$ cat src/hdl/dbpm_pkg.sv
package dbpm_pkg;

	localparam int STACK_DEPTH   = 256;
	localparam int POSITION_BITS = 16;

	localparam int NUM_STACKS  = 4;
	localparam int KIND_W      = 2;
	localparam int SYM_W       = 8;
	localparam int POS_FIELD_W = 16;
	localparam int STATUS_W    = 2;

	localparam int IDX_W     = (STACK_DEPTH > 1) ? $clog2(STACK_DEPTH) : 1;
	localparam int PTR_W     = $clog2(STACK_DEPTH + 1);
	localparam int CNT_W     = POSITION_BITS + 1;
	localparam int ADDR_W    = IDX_W + KIND_W;
	localparam int RAM_DEPTH = NUM_STACKS << IDX_W;

	localparam logic [PTR_W-1:0] PTR_FULL = PTR_W'(STACK_DEPTH);
	localparam logic [POS_FIELD_W-1:0] POS_SATURATED =
		POS_FIELD_W'({POSITION_BITS{1'b1}});

	localparam logic [SYM_W-1:0] CH_ROUND_OPEN   = 8'h28;
	localparam logic [SYM_W-1:0] CH_ROUND_CLOSE  = 8'h29;
	localparam logic [SYM_W-1:0] CH_SQUARE_OPEN  = 8'h5B;
	localparam logic [SYM_W-1:0] CH_SQUARE_CLOSE = 8'h5D;
	localparam logic [SYM_W-1:0] CH_CURLY_OPEN   = 8'h7B;
	localparam logic [SYM_W-1:0] CH_CURLY_CLOSE  = 8'h7D;
	localparam logic [SYM_W-1:0] CH_ANGLE_OPEN   = 8'h3C;
	localparam logic [SYM_W-1:0] CH_ANGLE_CLOSE  = 8'h3E;

	typedef enum logic [KIND_W-1:0] {
		KIND_ROUND  = 2'd0,
		KIND_SQUARE = 2'd1,
		KIND_CURLY  = 2'd2,
		KIND_ANGLE  = 2'd3
	} kind_t;

	typedef enum logic [STATUS_W-1:0] {
		ST_OK       = 2'd0,
		ST_EMPTY    = 2'd1,
		ST_FULL     = 2'd2,
		ST_OVERFLOW = 2'd3
	} status_t;

	typedef struct packed {
		logic  is_open;
		logic  is_close;
		kind_t kind;
	} sym_class_t;

	typedef struct packed {
		logic                     we;
		logic [ADDR_W-1:0]        waddr;
		logic [POSITION_BITS-1:0] wdata;
		logic                     re;
		logic [ADDR_W-1:0]        raddr;
	} ram_req_t;

	typedef struct packed {
		logic                   valid;
		logic                   from_mem;
		logic [POS_FIELD_W-1:0] open_pos;
		logic [POS_FIELD_W-1:0] close_pos;
		status_t                status;
	} result_t;

	function automatic sym_class_t classify(input logic [SYM_W-1:0] sym);
		sym_class_t c;
		c.is_open  = 1'b0;
		c.is_close = 1'b0;
		c.kind     = KIND_ROUND;
		unique case (sym)
			CH_ROUND_OPEN: begin
				c.is_open = 1'b1;
				c.kind    = KIND_ROUND;
			end
			CH_SQUARE_OPEN: begin
				c.is_open = 1'b1;
				c.kind    = KIND_SQUARE;
			end
			CH_CURLY_OPEN: begin
				c.is_open = 1'b1;
				c.kind    = KIND_CURLY;
			end
			CH_ANGLE_OPEN: begin
				c.is_open = 1'b1;
				c.kind    = KIND_ANGLE;
			end
			CH_ROUND_CLOSE: begin
				c.is_close = 1'b1;
				c.kind     = KIND_ROUND;
			end
			CH_SQUARE_CLOSE: begin
				c.is_close = 1'b1;
				c.kind     = KIND_SQUARE;
			end
			CH_CURLY_CLOSE: begin
				c.is_close = 1'b1;
				c.kind     = KIND_CURLY;
			end
			CH_ANGLE_CLOSE: begin
				c.is_close = 1'b1;
				c.kind     = KIND_ANGLE;
			end
			default: begin
				c.is_open  = 1'b0;
				c.is_close = 1'b0;
			end
		endcase
		return c;
	endfunction

endpackage

$ cat src/hdl/dbpm_front.sv
module dbpm_front (
	input  logic                       clk,
	input  logic                       arst_n,
	input  logic                       accept,
	input  logic [dbpm_pkg::SYM_W-1:0] symbol,
	input  logic                       end_of_structure,
	output dbpm_pkg::ram_req_t         ram_req,
	output dbpm_pkg::result_t          result
);

	logic [dbpm_pkg::CNT_W-1:0] pos_q;
	logic [dbpm_pkg::PTR_W-1:0] ptr_q [dbpm_pkg::NUM_STACKS];

	dbpm_pkg::sym_class_t             cls;
	logic [dbpm_pkg::PTR_W-1:0]       ptr_sel;
	logic [dbpm_pkg::PTR_W-1:0]       ptr_dec;
	logic                             overflow;
	logic                             full;
	logic                             empty;
	logic [dbpm_pkg::POS_FIELD_W-1:0] pos_field;
	logic                             do_push;
	logic                             do_pop;

	always_comb begin
		cls       = dbpm_pkg::classify(symbol);
		ptr_sel   = ptr_q[cls.kind];
		ptr_dec   = ptr_sel - dbpm_pkg::PTR_W'(1);
		overflow  = pos_q[dbpm_pkg::POSITION_BITS];
		full      = (ptr_sel == dbpm_pkg::PTR_FULL);
		empty     = (ptr_sel == '0);
		pos_field = dbpm_pkg::POS_FIELD_W'(pos_q[dbpm_pkg::POSITION_BITS-1:0]);
		do_push   = !overflow && cls.is_open && !full;
		do_pop    = !overflow && cls.is_close && !empty;

		result.valid     = !do_push;
		result.from_mem  = do_pop;
		result.open_pos  = pos_field;
		result.close_pos = pos_field;
		result.status    = dbpm_pkg::ST_OK;
		if (overflow) begin
			result.open_pos  = dbpm_pkg::POS_SATURATED;
			result.close_pos = dbpm_pkg::POS_SATURATED;
			result.status    = dbpm_pkg::ST_OVERFLOW;
		end else if (cls.is_open && full) begin
			result.status = dbpm_pkg::ST_FULL;
		end else if (cls.is_close && empty) begin
			result.status = dbpm_pkg::ST_EMPTY;
		end

		ram_req.we    = accept && do_push;
		ram_req.waddr = {cls.kind, ptr_sel[dbpm_pkg::IDX_W-1:0]};
		ram_req.wdata = pos_q[dbpm_pkg::POSITION_BITS-1:0];
		ram_req.re    = accept && do_pop;
		ram_req.raddr = {cls.kind, ptr_dec[dbpm_pkg::IDX_W-1:0]};
	end

	always_ff @(posedge clk or negedge arst_n) begin
		if (!arst_n) begin
			pos_q <= '0;
			for (int i = 0; i < dbpm_pkg::NUM_STACKS; i++) begin
				ptr_q[i] <= '0;
			end
		end else if (accept) begin
			if (end_of_structure) begin
				pos_q <= '0;
				for (int i = 0; i < dbpm_pkg::NUM_STACKS; i++) begin
					ptr_q[i] <= '0;
				end
			end else if (!overflow) begin
				pos_q <= pos_q + dbpm_pkg::CNT_W'(1);
				if (do_push) begin
					ptr_q[cls.kind] <= ptr_sel + dbpm_pkg::PTR_W'(1);
				end else if (do_pop) begin
					ptr_q[cls.kind] <= ptr_dec;
				end
			end
		end
	end

endmodule

$ cat config.mk
export PLATFORM = sky130hd
export DESIGN_NAME = dbpm_front
export DESIGN_NICKNAME = d
export VERILOG_FILES = /design/src/hdl/dbpm_pkg.sv /design/src/hdl/dbpm_front.sv
export SDC_FILE = /design/constraint.sdc
export NUM_CORES = 1
export LEC_CHECK = 0
export BUFFER_PORTS_ARGS = -buffer_cell sky130_fd_sc_hd__buf_2
export CORE_MARGIN = 1.5
export CORE_UTILIZATION = 55
export CTS_BUF_LIST = sky130_fd_sc_hd__clkbuf_16
export CTS_CLUSTER_SIZE = 14
export DETAILED_ROUTE_END_ITERATION = 10
export PLACE_DENSITY = 0.81
export SYNTH_ARGS = -nofsm -noshare
export SYNTH_HDL_FRONTEND = slang
export SYNTH_SLANG_ARGS = --single-unit
$ cat constraint.sdc
create_clock -name clk -period 5.8 [get_ports clk]
set_input_delay 1.16 -clock clk [delete_from_list [all_inputs] [get_ports clk]]
set_output_delay 1.16 -clock clk [all_outputs]
set_load 0.01 [all_outputs]
**After elaboration in Yosys (flattened, before gate mapping)**

Index checks and enable logic that the tools add are counted.
W data, S select, Z words.

- Logic and storage cells: 64
- Input port bits: 12
- Output and inout port bits: 74
- Register bits after elaboration: 53

- $add $sub $neg: 3
- Equality and inequality tests: 10
- Muxes and demuxes: 20
- $lt $le $gt $ge: 2
- Bitwise operators: 1
- Reduce and logical (&&, ||, !) cells: 22

Operators with widths:

| operator | count |
|---|---|
| $mux W36 | 4 |
| $bwmux W36 | 2 |
| $mux W17 | 2 |
| $eq A8 B6 Y1 const B | 4 |
| $eq A8 B7 Y1 const B | 4 |
| $mux W32 | 1 |
| $mux W9 | 3 |
| $bmux W9 S2 | 1 |
| $demux W9 S2 | 1 |
| $add A17 B1 Y17 const B | 1 |
| $add A9 B1 Y9 const B | 1 |
| $eq A9 B9 Y1 const B | 1 |
| $logic_and A1 B1 Y1 | 9 |
| $logic_not A9 Y1 | 1 |
| $sub A9 B1 Y9 const B | 1 |
| $reduce_or A4 Y1 | 2 |
| $pmux W2 S3 | 1 |
| $reduce_or A2 Y1 | 3 |
| $logic_not A1 Y1 | 4 |
| $mux W2 | 2 |
| $ge A3 B3 Y1 const B | 1 |
| $lt A3 B1 Y1 const B | 1 |
| $mux W1 | 3 |
| $not A2 Y3 | 1 |
| other kinds (4) | 4 |

**Logic depth before layout (Yosys ltp)**

- Depth after elaboration: 14
- Gate-level depth with buffers: 15
- Gate-level depth less buffers: 12

**Worst setup path after synthesis**

No wires, ideal clock.

- Path kind: in2out
- From: input symbol[2] (netlist name)
- To: output ram_req[6] (netlist name)
- Data arrival time: 3757 ps
- Path buffers: 1
- Slack: 883 ps
- Cell stages on the path: 9
- Required time: 4640 ps
- Cells stage by stage: buf_4 -> xor2_4 -> nand4_2 -> mux2_2 -> a21oi_2 -> ha_1 -> or3b_2 -> nor4_1 -> xnor2_1

RTL lines:

| element | RTL line | RTL |
|---|---|---|
| start, declared | dbpm_front.sv:5 | `input logic [dbpm_pkg::SYM_W-1:0] symbol,` |
| end, declared | dbpm_front.sv:7 | `output dbpm_pkg::ram_req_t ram_req,` |

==> metrics.csv <==
metric,value,unit
status,finished clean,
start point of the critical path,symbol[7],
max-cap violations,0,
core area,0.00687,sq mm
cell type with the largest total area after synthesis,dfrtp_1,
Final Power,1.23,mW
RSZ-0062 raised after global routing,no,
Synth Register Bits,53,
"antenna viol nets, final",0,
drc violations,0,
Worst R2R Path Depth,10,
detailed-router iteration count before antenna repair,7,
Ys Warns,0,
effective utilization at floorplan,0.572,
CP peak stage delay,0.52,ns
gpl congestion,0.937,
Clock Path Buffers,2,
CP startpoint kind,primary input,
Fin. Hold Viols,0,
cell area after synthesis,0.00393,sq mm
Area Overhead vs Synth,10.1,%
CP dominant cell by count,buf_2,
Peak VDD IR,0.136,mV
diodes inserted,0,
first-iteration detailed-routing DRC count,224,
PortBufs,85,
final worst path period share,0.888,
IO Count,86,
Worst EP arrival,3.99,ns
final core utilization,0.630,
crit-path max FO,6,
critical path endpoint category,primary output,
register-to-register setup slack,2.74,ns
setup bufs post-CTS,0,
post_cts resized,0,
Final Net Count,498,
final wirelength,10.1,mm
number of cell rows,30,
Tmin final,5.15,ns
syn nets,452,
CP Cell Sequence,"buf_2, nand2b_1, nor4_4, a211oi_1, a221oi_2, ha_1, or3b_2, nor4_1, xnor2_1, buf_2",
Tot GR Track Use,0.275,
WS Path Type,primary input to primary output,
die height,87.6,um
top cell type's share of synthesized area,0.337,
reg-to-reg startpoint,ptr_q[28]$_DFFE_PN0P_,
synthesized area per cell,9.02,sq um
clk_lat worst skew,0.29,ns
Num Clock Sinks,53,
total CTS buffers,5,
Clock transition at path regs,0.07,ns
clock skew,0.00714,ns
"Hold-fix buffers, CTS",0,
Filler Cell Count,589,
layout cell share with drive strength beyond 1,0.323,
"EDFF count, synth",0,
Placed Instance Area,0.00418,sq mm
Die ar.,0.00767,sq mm
Leakage,2.09,nW
R2R Path End,ptr_q[27]$_DFFE_PN0P_,
register area share after synthesis,0.337,
DR vias,3498,
Peak Freq,0.194,GHz
Avg WL per Cell,17.4,um
Slew HR,0.503,
"top cells by count, synth","dfrtp_1 (53), nand2_1 (40), buf_4 (36), nor2_1 (26), or2_2 (22)",
first-pass GRT wire length,16.3,mm
CP required,4.64,ns
Worst Hold Launch,ptr_q[20]$_DFFE_PN0P_,
Cell variety after synth,76,
Chip Width,87.6,um
PD cells,284,mW/mm^2
CTS tree,built,
post-synthesis async set-or-reset flop share,1.00,
"top cells by area, synth","dfrtp_1 (34%), buf_4 (6.9%), nand2_1 (3.8%)",
initial antenna violation count,0,
hpwl dp,7.43,mm
Crit-path slowest cell,or3b_2,
Hold Path End,ptr_q[20]$_DFFE_PN0P_,
top-count cell post-synth,dfrtp_1,
Synth Flop Type,dfrtp_1,
number of global-route vias before repair,3371,
largest net degree at the start of global routing,54,
Setup TNS Final,0,ns
Via density,6.04,
Gate Count Post-Synth,436,
worst hold path type,register to register,
worst hold stages,2,
clk root buf,clkbuf_16,
GR Overflow Total,0,
"Slew Viols, Final",0,
post-route design area,0.00433,sq mm
worst-margin pin slew,0.745,ns
# setup viols final,0,
H-tree level count,2,
## worst max-delay path: cells and delay by family
family          cells  cell delay, ns
simple gates        4            1.53
xor+xnor            1            0.17
compound gates      2            0.50
fa+ha+maj           1            0.36
buf+inv             2            0.26
## worst max path at each step
| stage | to | cells past startpoint |
|---|---|---|
| after global routing | ram_req[6] | 10 |
| after global placement | ram_req[6] | 10 |
| after floorplan | ram_req[6] | 9 |
| after CTS | ram_req[6] | 10 |
| after detailed placement | ram_req[6] | 10 |
| final | ram_req[6] | 10 |
## per-stage QoR
step | cells | hold WS [ns] | worst slack, ns
finish | 579 | 0.494 | 0.651
global route | 579 | 0.514 | 0.429
CTS | 579 | 0.495 | 0.686
detailed placement | 571 | 0.478 | 0.708
global placement | 571 | 0.466 | 0.814
floorplan | 436 | 0.446 | 0.883
## logic make-up after synthesis
group                      after synthesis  synth area share
and+or+nand+nor                        171             0.252
adders and majority gates                4            0.0127
AOI/OAI and AO/OA                      107             0.214
buffers and inverters                   72             0.109
xor gates and xnor gates                20            0.0512
muxes                                    9            0.0235
DFF                                     53             0.337
## metal layers
metal | GRT usage | up-vias | share of wire
li1 | - | 1629 | -
met1 | 0.334 | 1656 | 0.41
met2 | 0.474 | 182 | 0.49
met3 | 0.0462 | 31 | 0.067
met4 | 0.136 | 0 | 0.036
met5 | 0 | - | 0
## registers in the layout (all words and copies together), names as in the netlist
signal / flops
ptr_q: 36
pos_q: 17
## placed cells by master, fill, tap and decap left out, types with 9 or more instances in the layout
cell type and instances:
a21oi_1 11, a22o_1 16, buf_2 85, buf_4 10, dfrtp_1 53, inv_1 15, nand2_1 40, nand3_1 12
nor2_1 26, nor3_1 9, o21ai_0 21, or2_2 22, xnor2_1 9, xor2_1 9
## report_power, final
part           internal, mW  switching [mW]
clock network         0.161           0.140
registers             0.400          0.0327
logic                 0.209           0.286
total                 0.771           0.459
## layout make-up
| class | count | area (sq um) | share of cell area |
|---|---|---|---|
| clock inverter | 3 | 21.3 | 0.00491 |
| tap | 96 | 120 | 0.0277 |
| clock buffer | 5 | 125 | 0.0289 |
| multi-input combinational | 311 | 2180 | 0.503 |
| inverter | 16 | 60.1 | 0.0139 |
| timing repair buffer | 95 | 500 | 0.116 |
| sequential | 53 | 1330 | 0.306 |
(Power assumes the default switching activity.)
